===== config.mk =====
export PLATFORM = sky130hd
export DESIGN_NAME = otd_scan
export DESIGN_NICKNAME = d
export VERILOG_FILES = /design/src/otd_pkg.sv /design/src/otd_scan.sv
export SDC_FILE = /design/constraint.sdc
export NUM_CORES = 1
export LEC_CHECK = 0
export ABC_AREA = 1
export BUFFER_PORTS_ARGS = -buffer_cell sky130_fd_sc_hd__buf_2
export CAP_MARGIN = 20
export CELL_PAD_IN_SITES_DETAIL_PLACEMENT = 1
export CELL_PAD_IN_SITES_GLOBAL_PLACEMENT = 1
export CORE_MARGIN = 2
export CORE_UTILIZATION = 30
export DETAILED_ROUTE_END_ITERATION = 8
export GPL_TIMING_DRIVEN = 0
export PLACE_DENSITY = 0.61
export SYNTH_ARGS = -nofsm -noshare
export SYNTH_HDL_FRONTEND = slang
export SYNTH_SLANG_ARGS = --single-unit

===== constraint.sdc =====
create_clock -name clk -period 2.72 [get_ports clk]
set_input_delay 0.136 -clock clk [delete_from_list [all_inputs] [get_ports clk]]
set_output_delay 0.136 -clock clk [all_outputs]
set_load 0.05 [all_outputs]

===== src/otd_pkg.sv =====
`timescale 1ns / 1ps
`default_nettype none
// ----------------------------------------------------------------------------
// otd_pkg
// Shared types, register indexes and helpers of the occupancy downsampler.
// ----------------------------------------------------------------------------
package otd_pkg;

	localparam int MAX_WIDTH_DEF  = 4096;
	localparam int MAX_HEIGHT_DEF = 4096;
	localparam int MAX_SCALE_DEF  = 16;

	localparam int DIM_W     = 13;
	localparam int SCALE_W   = 5;
	localparam int LEVEL_W   = 9;
	localparam int PIXEL_W   = 8;
	localparam int CELL_W    = 8;
	localparam int REG_IDX_W = 3;
	localparam int CFG_DATA_W = 13;
	localparam int QUO_W     = DIM_W + 1;

	localparam logic [REG_IDX_W-1:0] REG_IMAGE_WIDTH    = 3'd0;
	localparam logic [REG_IDX_W-1:0] REG_IMAGE_HEIGHT   = 3'd1;
	localparam logic [REG_IDX_W-1:0] REG_POOL_SCALE     = 3'd2;
	localparam logic [REG_IDX_W-1:0] REG_OCCUPIED_LEVEL = 3'd3;
	localparam logic [REG_IDX_W-1:0] REG_FREE_LIMIT     = 3'd4;
	localparam logic [REG_IDX_W-1:0] REG_NEGATE_MODE    = 3'd5;

	localparam logic [LEVEL_W-1:0] OCC_LEVEL_RST  = 9'd26;
	localparam logic [LEVEL_W-1:0] FREE_LIMIT_RST = 9'd13;

	localparam logic signed [CELL_W-1:0] CELL_OCCUPIED = 8'sd100;
	localparam logic signed [CELL_W-1:0] CELL_FREE     = 8'sd0;
	localparam logic signed [CELL_W-1:0] CELL_UNKNOWN  = -8'sd1;

	typedef struct packed {
		logic occ;
		logic unk;
	} band_t;

	typedef struct packed {
		logic occ;
		logic unk;
		logic cell_done;
		logic last;
	} pix_info_t;

	function automatic logic [DIM_W-1:0] clamp_dim(input logic [DIM_W-1:0] raw, input int hi);
		logic [DIM_W-1:0] r;
		if (raw == '0) begin
			r = DIM_W'(1);
		end else if (32'(raw) > hi) begin
			r = DIM_W'(hi);
		end else begin
			r = raw;
		end
		return r;
	endfunction

	function automatic logic [SCALE_W-1:0] clamp_scale(input logic [SCALE_W-1:0] raw,
		input int hi);
		logic [SCALE_W-1:0] r;
		if (raw == '0) begin
			r = SCALE_W'(1);
		end else if (32'(raw) > hi) begin
			r = SCALE_W'(hi);
		end else begin
			r = raw;
		end
		return r;
	endfunction

endpackage
`default_nettype wire


===== src/otd_scan.sv =====
`timescale 1ns / 1ps
`default_nettype none
// ----------------------------------------------------------------------------
// otd_scan
// Raster position counters and per-pixel classification.
// ----------------------------------------------------------------------------
module otd_scan #(
	parameter int MAX_WIDTH  = otd_pkg::MAX_WIDTH_DEF,
	parameter int MAX_HEIGHT = otd_pkg::MAX_HEIGHT_DEF,
	parameter int MAX_SCALE  = otd_pkg::MAX_SCALE_DEF,
	parameter int CNT_W      = $clog2(MAX_WIDTH)
) (
	input  wire logic                          clk,
	input  wire logic                          arst_n,
	input  wire logic                          restart,
	input  wire logic                          adv,
	input  wire logic [otd_pkg::PIXEL_W-1:0]   pixel,
	input  wire logic [otd_pkg::DIM_W-1:0]     img_w,
	input  wire logic [otd_pkg::DIM_W-1:0]     img_h,
	input  wire logic [otd_pkg::SCALE_W-1:0]   scale,
	input  wire logic [otd_pkg::LEVEL_W-1:0]   occ_level,
	input  wire logic [otd_pkg::LEVEL_W-1:0]   free_limit,
	input  wire logic                          negate,
	output logic [CNT_W-1:0]                   cell_col,
	output otd_pkg::pix_info_t                 info
);

	localparam int ROW_W = $clog2(MAX_HEIGHT);
	localparam int BLK_W = $clog2(MAX_SCALE);

	logic [CNT_W-1:0] col_q;
	logic [ROW_W-1:0] row_q;
	logic [BLK_W-1:0] cib_q;
	logic [BLK_W-1:0] rib_q;
	logic [CNT_W-1:0] cc_q;

	logic [otd_pkg::PIXEL_W-1:0] dark;
	logic [otd_pkg::DIM_W-1:0]   w_m1;
	logic [otd_pkg::DIM_W-1:0]   h_m1;
	logic [otd_pkg::SCALE_W-1:0] s_m1;
	logic end_col, end_row, wrap_col, wrap_row;
	logic occ, fre;

	always_comb begin
		dark     = negate ? pixel : 8'd255 - pixel;
		occ      = {1'b0, dark} >= occ_level;
		fre      = {1'b0, dark} < free_limit;
		w_m1     = img_w - otd_pkg::DIM_W'(1);
		h_m1     = img_h - otd_pkg::DIM_W'(1);
		s_m1     = scale - otd_pkg::SCALE_W'(1);
		end_col  = 32'(col_q) >= 32'(w_m1);
		end_row  = 32'(row_q) >= 32'(h_m1);
		wrap_col = 32'(cib_q) >= 32'(s_m1);
		wrap_row = 32'(rib_q) >= 32'(s_m1);
		info.occ       = occ;
		info.unk       = !occ && !fre;
		info.cell_done = (end_col || wrap_col) && (end_row || wrap_row);
		info.last      = end_col && end_row;
	end

	always_ff @(posedge clk or negedge arst_n) begin
		if (!arst_n) begin
			col_q <= '0;
			row_q <= '0;
			cib_q <= '0;
			rib_q <= '0;
			cc_q  <= '0;
		end else if (restart) begin
			col_q <= '0;
			row_q <= '0;
			cib_q <= '0;
			rib_q <= '0;
			cc_q  <= '0;
		end else if (adv) begin
			if (end_col) begin
				col_q <= '0;
				cib_q <= '0;
				cc_q  <= '0;
				if (end_row) begin
					row_q <= '0;
					rib_q <= '0;
				end else begin
					row_q <= row_q + ROW_W'(1);
					rib_q <= wrap_row ? '0 : rib_q + BLK_W'(1);
				end
			end else begin
				col_q <= col_q + CNT_W'(1);
				if (wrap_col) begin
					cib_q <= '0;
					cc_q  <= cc_q + CNT_W'(1);
				end else begin
					cib_q <= cib_q + BLK_W'(1);
				end
			end
		end
	end

	assign cell_col = cc_q;

endmodule
`default_nettype wire

==> metrics.yaml <==
worstSetupEndpointType: "output pin"
place_inst: 840
first_pass_iters: 4
grt_pass1_wl_um: 19000
synthFlopType: "dfrtp_1"
die_w_um: 123
avgSynthCellArea_um2: 7.21
wl_per_cell_um: 13.0
syn_inst: 585
status: "finished clean"
io_pins: 78
cts_root_buf: "clkbuf_16"
antenna_found_initial: 1
yosysWarnings: 0
postRouteAntennaNets: 0
fin_cells: 858
cp.required_ns: 2.58
leakagePower_nw: 2.74
fp-row-count: 43
start_util: 0.305
synth_edf_count: 0
max-vdd-ir-drop_mv: 0.201
slew_viol_final: 0
grt_usage: 0.155
cts_tree: "done"
setup.worst_path.start: "img_w[2]"
arrival_ns: 2.40
port_buffers: 75
dp.final_hpwl_um: 8900
syn_to_final_growth_pct: 24.9
totalWireLength_um: 11200
clkTransAtPathRegs_ns: 0.07
fin_skew_ns: 0.0111
die_area_um2: 15000
numCtsBuffers: 5
via_per_inst: 4.68
slew_headroom: 0.614
htree_levels: 2
synth_top_area_share: 0.261
synth_largest_area_cell: "dfrtp_1"
synth_fp_nets: 702
worstMarginPinSlew_ns: 0.574
startpoint_type: "input pin"
dr_total_vias: 4019
hp-class: "in2reg"
timing.rr.start: "cib_q[0]"
r2r_setup_slack_ns: 0.45
synth_most_common_cell: "nand2_1"
drc: 0
drive_above_1_share: 0.217
synth_cell_types: 37
p_per_area_nw_per_um2: 337
ys_top_cells_by_count: "nand2_1, inv_1, nor2_1"
crit_type: "in2out"
grt_max_degree: 45
totalPowerFinal_mw: 1.78
clock_latency_ns: 0.29
max_freq_mhz: 394
drv_cap: 0
worstRegToRegCells: 13
core_area_um2: 13800
layout_min_cycle_time_ns: 2.54
hold_violations: 0
synthTopCellsByArea: "dfrtp_1, ha_1, nand2_1"
grt_pass1_vias: 4131
grt_overflow: 0
initialDrtViolationCount: 130
gp_congestion: 0.777
final-setup-viol-count: 0
async_flop_share: 1.00
crit_path_end: "info[0]"
cts_sinks: 44
crit_path_max_fanout: 3
ys_seq_area_frac: 0.261
fillers: 1758
ys_seq_elements: 44
syn_area_um2: 4220
chipHeight_um: 123
layout.nets: 794
finalCritPeriodShare: 0.933
diodes: 0
cts_max_path_buffers: 2
worstReg2RegEnd: "cell_col[9]"
where the power goes:
part / total [mW] / switching [mW] / internal, mW
clock network: 0.606 / 0.267 / 0.339
logic: 0.465 / 0.282 / 0.183
registers: 0.705 / 0.0276 / 0.677
registers in the layout, indices dropped and copies added (netlist names):
name      cells
rib_q         4
row_q        12
col_q        12
cell_col     12
cib_q         4
critical path: stages:
cell     delay [ns]
buf_6          0.11
nor2_4         0.09
inv_2          0.04
nor2_4         0.11
nand2_2        0.08
nor3_4         0.14
nand3_2        0.12
buf_6          0.13
buf_4          0.12
xor2_1         0.14
inv_1          0.09
ha_4           0.26
nand3_2        0.07
a21oi_2        0.12
nand2_2        0.10
nand2_4        0.10
buf_6          0.11
inv_2          0.05
nor2_4         0.12
buf_8          0.16
cells in the final DEF, fill, tap and decap left out, types with 4 or more instances in the layout:
master     instances
nor2_1            61
nand2_1          124
nor3_1            17
nor2_4             5
o21ai_0            6
clkbuf_16          5
nand3_2            5
nand4_1            7
xnor2_1           24
o21ai_1            4
inv_2              5
nand2_2            6
dfrtp_1           44
buf_6              6
nand3_1           45
a21oi_1           16
nor2_2             8
inv_1             77
xor2_1            33
buf_4              6
buf_2             76
ha_1              52
through the flow:
stage          cell area [µm²]  hold WS (ns)   util  setup WS [ns]   TNS, ns
2_1_floorplan             4220        -0.160      -          0.127         0
3_3_place_gp              4820         0.384  0.349         -0.282     -9.52
3_5_place_dp              4820         0.398  0.349         -0.372    -13.43
4_1_cts                   5050        0.0949  0.366        0.00747         0
5_1_grt                   5270         0.182  0.381       -0.00303  -0.00303
6_report                  5270         0.157  0.381          0.181         0
worst min-delay path by stage:
stage	from	to	slack, ns	depth (start not counted)
floorplan	arst_n	cell_col[0]	-0.16	0
global placement	arst_n	cell_col[9]	0.38	1
detailed placement	arst_n	cell_col[9]	0.40	1
CTS	arst_n	cell_col[11]	0.09	1
global route	adv	col_q[1]	0.18	3
finish	adv	col_q[1]	0.16	3
per-layer routing:
layer  vias to the layer above  routed length, µm  part of all wire  track usage
met3                         6                349             0.031       0.0204
met2                        60               5590              0.50        0.287
met5                         -                 13            0.0012            0
met1                      1893               5140              0.46        0.197
met4                         2                 60            0.0054       0.0194
li1                       2058                  -                 -            -
final cells by class:
type | instances | area, µm² | area share
Sequential cell | 44 | 1100 | 0.209
Inverter | 83 | 315 | 0.0599
Timing Repair Buffer | 85 | 512 | 0.0972
Buffer | 12 | 87.6 | 0.0166
Multi-Input combinational cell | 446 | 2880 | 0.547
Clock inverter | 3 | 18.8 | 0.00356
Clock buffer | 5 | 125 | 0.0238
Tap cell | 180 | 225 | 0.0428
logic make-up after synthesis:
| family | share of synthesized area |
|---|---|
| AND/OR/NAND/NOR | 0.305 |
| buffers and inverters | 0.0929 |
| XOR/XNOR | 0.121 |
| adder cells (fa/ha/maj) | 0.163 |
| flip-flops | 0.261 |
| AO/OA/AOI/OAI | 0.0567 |
what timing repair did:
item / CTS / global route
setup buffers: 4 / 5
gates resized for setup: 15 / 30
hold buffers: 0 / 1
pin swaps: 2 / 17
endpoints found under the hold margin: 0 / 6
setup endpoints to repair: 33 / 43
cloned: 0 / 0
No activity file was read; power rests on OpenSTA's default activity.
