===== config.mk =====
export PLATFORM = sky130hd
export DESIGN_NAME = otd_div
export DESIGN_NICKNAME = d
export VERILOG_FILES = /design/src/otd_div.sv
export SDC_FILE = /design/constraint.sdc
export NUM_CORES = 1
export LEC_CHECK = 0
export BUFFER_PORTS_ARGS = -buffer_cell sky130_fd_sc_hd__buf_2
export CAP_MARGIN = 10
export CORE_UTILIZATION = 48
export DETAILED_ROUTE_END_ITERATION = 8
export GPL_TIMING_DRIVEN = 0
export PLACE_DENSITY = 0.76
export SYNTH_ARGS = -nofsm -noshare
export SYNTH_HDL_FRONTEND = slang
export SYNTH_SLANG_ARGS = --single-unit
export TNS_END_PERCENT = 5

===== constraint.sdc =====
create_clock -name clk -period 1.7 [get_ports clk]
set_input_delay 0.34 -clock clk [delete_from_list [all_inputs] [get_ports clk]]
set_output_delay 0.34 -clock clk [all_outputs]
set_load 0.005 [all_outputs]

===== src/otd_div.sv =====
`timescale 1ns / 1ps
`default_nettype none
// ----------------------------------------------------------------------------
// otd_div
// Two-lane restoring divider, one quotient bit per cycle, shared divisor.
// ----------------------------------------------------------------------------
module otd_div #(
	parameter int NW = 14,
	parameter int DW = 5
) (
	input  wire logic          clk,
	input  wire logic          arst_n,
	input  wire logic          start,
	input  wire logic [NW-1:0] num_a,
	input  wire logic [NW-1:0] num_b,
	input  wire logic [DW-1:0] den,
	output logic               busy,
	output logic [NW-1:0]      quo_a,
	output logic [NW-1:0]      quo_b
);

	localparam int CW = $clog2(NW + 1);

	logic [CW-1:0] step_q;
	logic          busy_q;
	logic [DW-1:0] den_q;
	logic [NW-1:0] n_q   [2];
	logic [DW-1:0] rem_q [2];
	logic [DW:0]   trial [2];
	logic          ge    [2];
	logic [DW-1:0] rem_d [2];

	always_comb begin
		for (int i = 0; i < 2; i++) begin
			trial[i] = {rem_q[i], n_q[i][NW-1]};
			ge[i]    = trial[i] >= {1'b0, den_q};
			rem_d[i] = ge[i] ? DW'(trial[i] - {1'b0, den_q}) : DW'(trial[i]);
		end
	end

	always_ff @(posedge clk or negedge arst_n) begin
		if (!arst_n) begin
			busy_q <= 1'b0;
			step_q <= '0;
			den_q  <= DW'(1);
			for (int i = 0; i < 2; i++) begin
				n_q[i]   <= NW'(1);
				rem_q[i] <= '0;
			end
		end else if (start) begin
			busy_q   <= 1'b1;
			step_q   <= CW'(NW);
			den_q    <= den;
			n_q[0]   <= num_a;
			n_q[1]   <= num_b;
			rem_q[0] <= '0;
			rem_q[1] <= '0;
		end else if (busy_q) begin
			step_q <= step_q - CW'(1);
			if (step_q == CW'(1)) begin
				busy_q <= 1'b0;
			end
			for (int i = 0; i < 2; i++) begin
				n_q[i]   <= {n_q[i][NW-2:0], ge[i]};
				rem_q[i] <= rem_d[i];
			end
		end
	end

	assign busy  = busy_q;
	assign quo_a = n_q[0];
	assign quo_b = n_q[1];

endmodule
`default_nettype wire


==> metrics.txt, run 1 <==
outcome finished, violations left; failing checks setup timing; fin. max-slew vios 0; clk sinks 48; Max Cap Violations 0; Ant. Diodes 0; critical path data required time between 1500 and 2000 ps; Die Area 5891 µm²; initial core utilization roughly 51%; drt initial violations 122; Synth Register Bits between 40 and 50; Final #Nets 392; Hold Vio Cnt, Final 0; type of origin of the critical path register; Total Power Consumption 3887 µW; Final ANT Viol Nets 0; fmax 549.4 MHz; Mapped Area 2683 µm²; gr ovfl total 0; Mean Syn Cell Area 10.08 µm²; power per cell area 1177 nW/µm²; DP Cell Count 400; Buffers on Ports 64; RSZ-0062 raised after global routing true; CTS tree built; Clk Latency, worst-skew pair 300 ps; Worst Hold Class input port to asynchronous set/reset pin; Pre-antenna DRT Iters 4; Synth cell types 44; origin of the critical flop-to-flop path den_q[0]$_DFFE_PN1P_; vias in the first global route 2140; flop2flop setup slack -120 ps; first-pass GRT wire length 10.58 mm; routed length per instance roughly 15 µm; RePlAce Congestion 0.9310; Worst VDD drop 575.7 µV; FF-to-FF path depth 6; Post-DP HPWL 4.699 mm; Final Non-Filler Cells 412; top-count cell post-synth dfrtp_1; Post-Synthesis Cells 266; worst reg2reg endpoint rem_q[2]$_DFFE_PN0P_; setup slack after layout -120.1 ps; initial antenna violation count 0; final setup vio count 11; asr flop ratio synth 100.0%; largest net degree at the start of global routing 49; Worst Path Arrival roughly 2000 ps; share of layout cells above drive strength 1 33.63%; Hold Slack 218.7 ps; Setup CP Type register to register; Top FF cell, synth dfrtp_1; top post-synthesis cells by area dfrtp_1, mux2i_1, nand2_1; Post-synth EDFFs 0; Worst setup EP type register; syn_nets 316; Final Critical Period between 1500 and 2000 ps; worst rel slew slack 29.52%; static leakage 0.001696 µW; Chip Height 76.76 µm; CP max FO 5; level count of the clock H-tree 2; drt via density 5.451; Core Footprint 5238 µm²; Die X 76.76 µm; Worst Tran Pin Value 1057 ps; fin crit share 107.1%; clock buffer depth 2; slowest CP cell dfstp_2; yosys warns 0; Vias 2246; critical path cell sequence ha_4 > fa_2 > nor2b_4 > o31ai_4 > nand2_1 > a221o_1; top cell type's share of synthesized area a little over two fifths; Layout area overhead 23.13%; clk_skew 5.460 ps; routed wire length roughly 6.3 mm; clock slew at reported path FFs 80 ps; DP Worst Slack -212.0 ps; max incr delay on CP 610 ps; row count 26; CP Capture Point rem_q[2]$_DFFE_PN0P_; sequential-to-total area share from yosys stat approximately 45%; Root Buffer clkbuf_8; total CTS buffers 5; area leader, netlist dfrtp_1; synth cell count leaders dfrtp_1, nand2_1, o21ai_1; io pins 65; drc violations 0; GRT Total Usage 23.12%; Worst setup startpoint den_q[0]$_DFFE_PN1P_
==> sequential cells by signal (all words and copies together), names as in the netlist <==
name and cells:
quo_a 14, quo_b 14, rem_q 10, den_q 5, step_q 4, busy 1
==> metal layers <==
layer	vias to the layer above	GRT usage, %	wire length, µm
li1	1087	-	-
met1	1092	31.28	3006
met2	60	36.61	2996
met3	7	4.405	267
met4	0	8.846	79
met5	-	0	0
==> cell type report <==
cell class	instances	area, µm²
buffer	14	77.57
clock buffer	6	72.57
clock inverter	1	30.03
fill	452	1934
inverter	10	37.54
multi-input combinational	194	1434
sequential	48	1206
tap	70	87.58
timing repair buffer	69	357.8
==> power breakdown <==
part | switching [µW] | internal [µW] | total (µW)
Clock | 369 | 432 | 800
Combinational | 836 | 724 | 1560
Sequential | 172 | 1350 | 1530
Total | 1380 | 2510 | 3890
==> how the worst min path moves through the flow <==
stage                                        to  slack, ps
after global placement     rem_q[4]$_DFFE_PN0P_        470
final                     quo_a[10]$_DFFE_PN0P_        220
after floorplan                  busy$_DFF_PN0_         40
after CTS                 quo_b[11]$_DFFE_PN0P_        240
after detailed placement   rem_q[4]$_DFFE_PN0P_        480
after global routing       quo_b[6]$_DFFE_PN0P_        250
==> through the flow <==
step	instance area [µm²]	util, %	setup TNS, ps
CTS	3281	62.64	-1115
finish	3303	63.07	-866.3
floorplan	2710	-	-118.8
detailed placement	3118	59.53	-1945
global route	3303	63.07	-1688
global placement	3118	59.53	-1587
==> placed cells by master, fill, tap and decap left out, types with 6 or more instances in the layout <==
master,instances
dfrtp_1,44
o21ai_0,8
mux2i_1,26
o21ai_1,29
buf_2,72
nor2_1,8
o21bai_1,6
inv_1,8
nand2_1,44
buf_4,9
ha_1,9
==> kinds of logic after synthesis <==
group / count (synthesis) / share of synthesized area, %
AOI/OAI and AO/OA: 71 / 17.77
xor gates and xnor gates: 5 / 1.633
adders and majority gates: 14 / 7.089
buffers and inverters: 24 / 4.291
DFF: 48 / 44.92
muxes: 28 / 10.54
and+or+nand+nor: 76 / 13.76
==> what timing repair did <==
action,CTS,global route
setup buffers,3,2
resized for setup,9,2
hold buffers,0,0
endpoints found under the setup margin,12,12
pin swaps,17,5
==> critical path: cells and delay by family (launching register included) <==
| family | cells | cell delay [ps] |
|---|---|---|
| AOI/OAI and AO/OA | 2 | 560 |
| adders and majority gates | 2 | 380 |
| DFF | 1 | 610 |
| and+or+nand+nor | 2 | 150 |
No activity file was read; power rests on OpenSTA's default activity.
==> run 2: changes to the inputs <==
--- a/config.mk
+++ b/config.mk
@@ -5,9 +5,10 @@
 export SDC_FILE = /design/constraint.sdc
 export NUM_CORES = 1
 export LEC_CHECK = 0
-export BUFFER_PORTS_ARGS = -buffer_cell sky130_fd_sc_hd__buf_2
+export BUFFER_PORTS_ARGS = -buffer_cell sky130_fd_sc_hd__buf_4
 export CAP_MARGIN = 10
 export CORE_UTILIZATION = 48
+export CTS_CLUSTER_SIZE = 12
 export DETAILED_ROUTE_END_ITERATION = 8
 export GPL_TIMING_DRIVEN = 0
 export PLACE_DENSITY = 0.76
==> run 2 against run 1 <==
The flow still finishes with violations (setup timing). Sequential share of layout area shrank 1.7 points. Die area is the same. Non-clock buffer count shrank 2. Cell area grew 4.7%. Clock-buffer cell count is the same. Core utilization grew 3.0 points. Final cell count shrank 0.49%. Clock power shrank 9.1%. Largest power group unchanged. Highest routed layer unchanged.
==> metrics.txt, run 2 (synthesized netlist as in run 1, its figures left out) <==
gr ovfl total 0 (unchanged); row count 26 (unchanged); static leakage 0.001745 µW (+2.9%); CP max FO 5 (unchanged); count of buffer and inverter cells on the critical path 0 (unchanged); clk sinks 48 (unchanged); flop2flop setup slack -120 ps (about the same); worst rel slew slack 59.96% (+30 points); share of layout cells above drive strength 1 34.12% (+0.49 points); CTS tree built; origin of the critical flop-to-flop path den_q[0]$_DFFE_PN1P_; Worst setup startpoint den_q[0]$_DFFE_PN1P_; Worst setup EP type register; Die Area 5891 µm² (unchanged); fin. max-slew vios 0 (unchanged); Buffers on Ports 64 (unchanged); initial core utilization 51.22% (unchanged); Net Sw Frac 37.07% (+1.7 points); RePlAce Congestion 0.8908 (-4.3%); clock slew at reported path FFs 90 ps (about the same); failing checks setup timing; RSZ-0062 raised after global routing true; Internal 2481 µW (-1.1%); Worst VDD drop 546.4 µV (-5.1%); Die X 76.76 µm (unchanged); Final TNS setup -856.8 ps (+9.450 ps); clk_skew 5.971 ps (+0.5105 ps); Metal-1 WL 3.094 mm (+2.9%); max incr delay on CP 600 ps (about the same); Ant. Diodes 0 (unchanged); critical path data required time 1900 ps (+20 ps); Flop pwr share 38.8% (-0.5 points); vias in the first global route 2226 (+4.0%); largest net degree at the start of global routing 49 (unchanged); Net Switching 1462 µW (+6.2%); Hold Slack 24.71 ps (-194.0 ps); drt initial violations 134 (+9.8%); hold buffers post-CTS 0 (unchanged); Root Buffer clkbuf_8; Setup CP Type register to register; Layout area overhead 28.96%; WL met3 349 µm (+31%); total CTS buffers 5 (unchanged); metal2 WL 3.149 mm (+5.1%); routed wire length 6.695 mm (+5.4%); most frequent cells in the layout buf_4, nand2_1, dfrtp_1; most common cell after layout, fill and taps aside buf_4; Post-DP HPWL 4.794 mm (+2.0%); slowest CP cell dfstp_2; routed length per instance 16.33 µm (+6.0%); first-pass GRT wire length 11.12 mm (+5.1%); Max Cap Violations 0 (unchanged); Clock Power Share 18.4% (-2.2 points); drt via density 5.473 (+0.40%); setup slack after layout -123.1 ps (-2.986 ps); Worst Tran Pin Value 600.6 ps (-456.6 ps); type of origin of the critical path register; final core occ 66.05% (+3.0 points); Total Power Consumption 3943 µW (+1.4%); Core Footprint 5238 µm² (unchanged); Top delay family on crit path flip-flops; Pre-antenna DRT Iters 4 (unchanged); initial antenna violation count 0 (unchanged); Hold Vio Cnt, Final 0 (unchanged); Worst Hold Class input port to asynchronous set/reset pin; final setup vio count 10 (-1); critical path cell sequence ha_4 > fa_2 > nor2b_4 > o31ai_4 > nand2_1 > a221o_1; GRT Total Usage 24.06% (+0.93 points); outcome finished, violations left; power per cell area 1140 nW/µm² (-3.1%); fin crit share 107.2% (+0.18 points); Final ANT Viol Nets 0 (unchanged); clock buffer depth 2 (unchanged); Chip Height 76.76 µm (unchanged); Final Critical Period 1823 ps (+2.986 ps); io pins 65 (unchanged); top sig layer met4; Comb pwr share 42.8% (+2.7 points); Worst Path Arrival 2020 ps (+20 ps); Clk Latency, worst-skew pair 310 ps (about the same); fmax 548.5 MHz (-0.16%); Vias 2244 (-0.089%); Final #Nets 390 (-0.51%); drc violations 0 (unchanged); level count of the clock H-tree 2 (unchanged)
## run 2: layout make-up
class / instances / area (µm²)
repair buffers: 67 / 503.0
clock buffers: 6 / 82.58
well taps: 70 / 87.58
clock inverters: 1 / 8.758
plain buffers: 14 / 77.57
flip-flops and latches: 48 / 1206
multi-input cells: 194 / 1456
inverters: 10 / 37.54
fillers: 428 / 1778
## run 2: what timing repair did
item,CTS,global route
endpoints found under the setup margin,12,12
pin swaps,17,7
resized for setup,10,4
buffers inserted,3,0
endpoints found under the hold margin,0,0
## run 2: per-layer routing
layer / track usage, % / up-vias
met5: 0 / -
li1: - / 1085
met4: 7.885 / 0
met3: 5.952 / 11
met2: 38.75 / 54
met1: 31.57 / 1094
## run 2: final timing paths
check,depth (start not counted),to
min reg2reg,2,rem_q[9]$_DFFE_PN0P_
max in group asynchronous,1,den_q[1]$_DFFE_PN0P_
min,1,quo_a[10]$_DFFE_PN0P_
max,6,rem_q[2]$_DFFE_PN0P_
max reg2reg,6,rem_q[2]$_DFFE_PN0P_
min in group clk,3,den_q[3]$_DFFE_PN0P_
## run 2: per-stage QoR
step | instance area [µm²] | cells | worst slack, ps
floorplan | 2710 | 266 | -25.75
global placement | 3278 | 400 | -175.3
detailed placement | 3278 | 400 | -212.5
CTS | 3440 | 410 | -161.7
global route | 3460 | 410 | -213.2
finish | 3460 | 410 | -123.1
## run 2: worst register-to-register path, delay by kind of cell, from the launching register on
kind	cells	cell delay, ps
AOI/OAI and AO/OA	2	590
adders and majority gates	2	370
DFF	1	600
and+or+nand+nor	2	150
## run 2: power groups by stage
stage / clock (µW) / sequential [µW] / combinational [µW]
after floorplan: 0 / 1500 / 1080
after global placement: 0 / 1540 / 1480
after detailed placement: 0 / 1550 / 1520
after CTS: 731 / 1530 / 1620
after global routing: 777 / 1550 / 1850
final: 727 / 1530 / 1690
==> run 3: changes to the inputs <==
--- a/config.mk
+++ b/config.mk
@@ -5,6 +5,7 @@
 export SDC_FILE = /design/constraint.sdc
 export NUM_CORES = 1
 export LEC_CHECK = 0
+export ABC_AREA = 1
 export BUFFER_PORTS_ARGS = -buffer_cell sky130_fd_sc_hd__buf_4
 export CAP_MARGIN = 10
 export CORE_UTILIZATION = 48
==> run 3 against run 2 <==
The flow still finishes with violations (setup timing). Sequential share of layout area grew 0.88 points. Die area down 2.1%. Critical path depth rose by 5. Synthesized area fell by 2.1%. Synthesized cell count rose by 11%. Core utilization is 0.81 points lower. Final cell count up 7.1%. Largest cell class unchanged.
==> metrics.txt, run 3 <==
met2 GRT Util 40.82% (+2.1 points); top-count cell post-synth nand2_1; Ant. Diodes 0 (unchanged); Mean Syn Cell Area 8.929 µm² (-11%); # fillers 439 (+2.6%); static leakage 0.001729 µW (-0.91%); yosys warns 0 (unchanged); row count 26 (unchanged); Chip Height 75.95 µm (-1.0%); Mapped Area 2625 µm² (-2.1%); Layout area overhead 28.55%; critical path data required time 1900 ps (about the same); Top delay family on crit path simple AND/OR/NAND/NOR gates; worst rel slew slack 59.90% (-0.067 points); level count of the clock H-tree 2 (unchanged); Buffers on Ports 63 (-1.6%); Worst Path Arrival 1930 ps (-90 ps); Worst Tran Pin Value 601.6 ps (+1.013 ps); Worst setup EP type register; met3 Track Usage GR 3.253% (-2.7 points); clk sinks 48 (unchanged); DP Worst Slack -146.3 ps (+66.22 ps); Die X 75.95 µm (-1.0%); Worst setup startpoint quo_b[13]$_DFFE_PN0P_; vias in the first global route 2284 (+2.6%); fmax 578.1 MHz (+5.4%); clk_skew 5.424 ps (-0.5464 ps); outcome finished, violations left; top post-synthesis cells by area dfrtp_1, nand2_1, o221ai_1; CP max FO 5 (unchanged); first-pass GRT wire length 10.87 mm (-2.2%); max incr delay on CP 390 ps (-210 ps); Hold Vio Cnt, Final 0 (unchanged); Post-Synthesis Cells 294 (+11%); failing checks setup timing; final instance area 3374 µm² (-2.5%); initial antenna violation count 0 (unchanged); RePlAce Congestion 0.8422 (-5.5%); largest net degree at the start of global routing 49 (unchanged); Placed Area 3186 µm² (-2.8%); Vias 2360 (+5.2%); critical path cell sequence inv_2 > ha_4 > fa_2 > inv_2 > nand2_2 > nand2_2 > nand3_4 > nand2_4 > nand2_2 > nand3_2 > nand2_1; Top Usage Layer GRT met2; Top FF cell, synth dfrtp_1; most common cell after layout, fill and taps aside nand2_1; clock buffer depth 2 (unchanged); Final TNS setup -92.18 ps (+764.6 ps); CP most frequent cell nand2_2; RSZ-0062 raised after global routing true; CTS tree built; power per cell area 1166 nW/µm² (+2.3%); drt via density 5.376 (-1.8%); Hold Slack 45.30 ps (+20.59 ps); area leader, netlist dfrtp_1; Root Buffer clkbuf_8; io pins 65 (unchanged); top cell type's share of synthesized area 42.90% (+0.92 points); final core occ 65.24% (-0.81 points); origin of the critical flop-to-flop path quo_b[13]$_DFFE_PN0P_; Clk Latency, worst-skew pair 300 ps (about the same); fin crit share 101.8% (-5.5 points); drt initial violations 109 (-19%); Setup CP Type register to register; sequential-to-total area share from yosys stat 45.90% (+0.98 points); slowest CP cell dfrtp_1; setup slack after layout -29.80 ps (+93.33 ps); syn_nets 344 (+8.9%); share of layout cells above drive strength 1 34.69% (+0.57 points); Core Footprint 5172 µm² (-1.2%); synth cell count leaders nand2_1, dfrtp_1, inv_1; hold buffers post-CTS 0 (unchanged); drc violations 0 (unchanged); GRT Total Usage 23.57% (-0.48 points); gr ovfl total 0 (unchanged); Pre-antenna DRT Iters 4 (unchanged); most frequent cells in the layout nand2_1, buf_4, dfrtp_1; Synth cell types 31 (-30%); total CTS buffers 5 (unchanged); Die Area 5768 µm² (-2.1%); fin. max-slew vios 0 (unchanged); routed wire length 6.645 mm (-0.75%); Max Cap Violations 0 (unchanged); Post-synth EDFFs 0 (unchanged); count of buffer and inverter cells on the critical path 2 (+2); final setup vio count 4 (-6); Final ANT Viol Nets 0 (unchanged); initial core utilization 50.75% (-0.47 points); Worst VDD drop 715.8 µV (+31%); routed length per instance 15.14 µm (-7.3%); Post-DP HPWL 4.736 mm (-1.2%); Final #Nets 419 (+7.4%); GR Layer Usage met1 30.04% (-1.5 points); asr flop ratio synth 100.0% (unchanged); Synth Register Bits 48 (unchanged); Worst Hold Class input port to asynchronous set/reset pin; Final Critical Period 1730 ps (-93.33 ps); clock slew at reported path FFs 90 ps (about the same); type of origin of the critical path register
==> run 3: cell families (layout without fill, tap and decap cells) <==
| group | after synthesis | after routing | synth area share [%] |
|---|---|---|---|
| and+or+nand+nor | 130 | 130 | 23.59 |
| buffers and inverters | 54 | 129 | 8.913 |
| DFF | 48 | 48 | 45.90 |
| AOI/OAI and AO/OA | 46 | 46 | 13.68 |
| adders and majority gates | 14 | 14 | 7.245 |
| xor gates and xnor gates | 2 | 2 | 0.6674 |
==> run 3: repair_timing <==
action,4_1_cts,5_1_grt
resized for setup,6,16
setup endpoints to repair,11,11
setup buffers,2,3
pin swaps,1,8
endpoints found under the hold margin,0,0
==> run 3: path summary, 6_finish.rpt <==
check,end,slack (ps),cells past startpoint
min in group clk,den_q[4]$_DFFE_PN0P_,240,3
hold / removal,quo_b[6]$_DFFE_PN0P_,50,1
setup reg to reg,rem_q[1]$_DFFE_PN0P_,-30,11
hold reg to reg,rem_q[4]$_DFFE_PN0P_,500,2
setup / recovery,rem_q[1]$_DFFE_PN0P_,-30,11
max in group asynchronous,den_q[1]$_DFFE_PN0P_,1220,1
==> run 3: worst reg2reg max path: stages, from the launching register on <==
cell,delay (ps)
dfrtp_1,390
inv_2,80
ha_4,170
fa_2,370
inv_2,60
nand2_2,40
nand2_2,100
nand3_4,100
nand2_4,130
nand2_2,80
nand3_2,70
nand2_1,50
==> run 3: power by group <==
| group | internal [µW] | total (µW) | switching [µW] | leakage [µW] |
|---|---|---|---|---|
| logic | 759 | 1760 | 1010 | 0.00111 |
| registers | 1360 | 1500 | 145 | 0.000577 |
| clock network | 280 | 669 | 390 | 0.0000400 |
| total | 2400 | 3940 | 1540 | 0.00173 |
==> run 3: metrics by stage <==
stage	power (µW)	cells
after floorplan	2618	294
after global placement	3034	427
after detailed placement	3095	427
after CTS	3795	436
after global routing	4214	439
final	3936	439
==> run 3: final cells by class <==
class | instances | area [µm²] | area share [%]
sequential | 48 | 1206 | 35.74
timing repair buffer | 68 | 510.5 | 15.13
inverter | 43 | 161.4 | 4.783
buffer | 11 | 72.57 | 2.151
clock buffer | 5 | 68.82 | 2.039
multi-input combinational | 192 | 1255 | 37.19
clock inverter | 2 | 12.51 | 0.3708
tap | 70 | 87.58 | 2.595
==> run 3: layer usage <==
layer	up-vias	part of all wire (%)
li1	1126	-
met1	1152	41
met2	67	52
met3	15	3.7
met4	0	2.4
met5	-	0
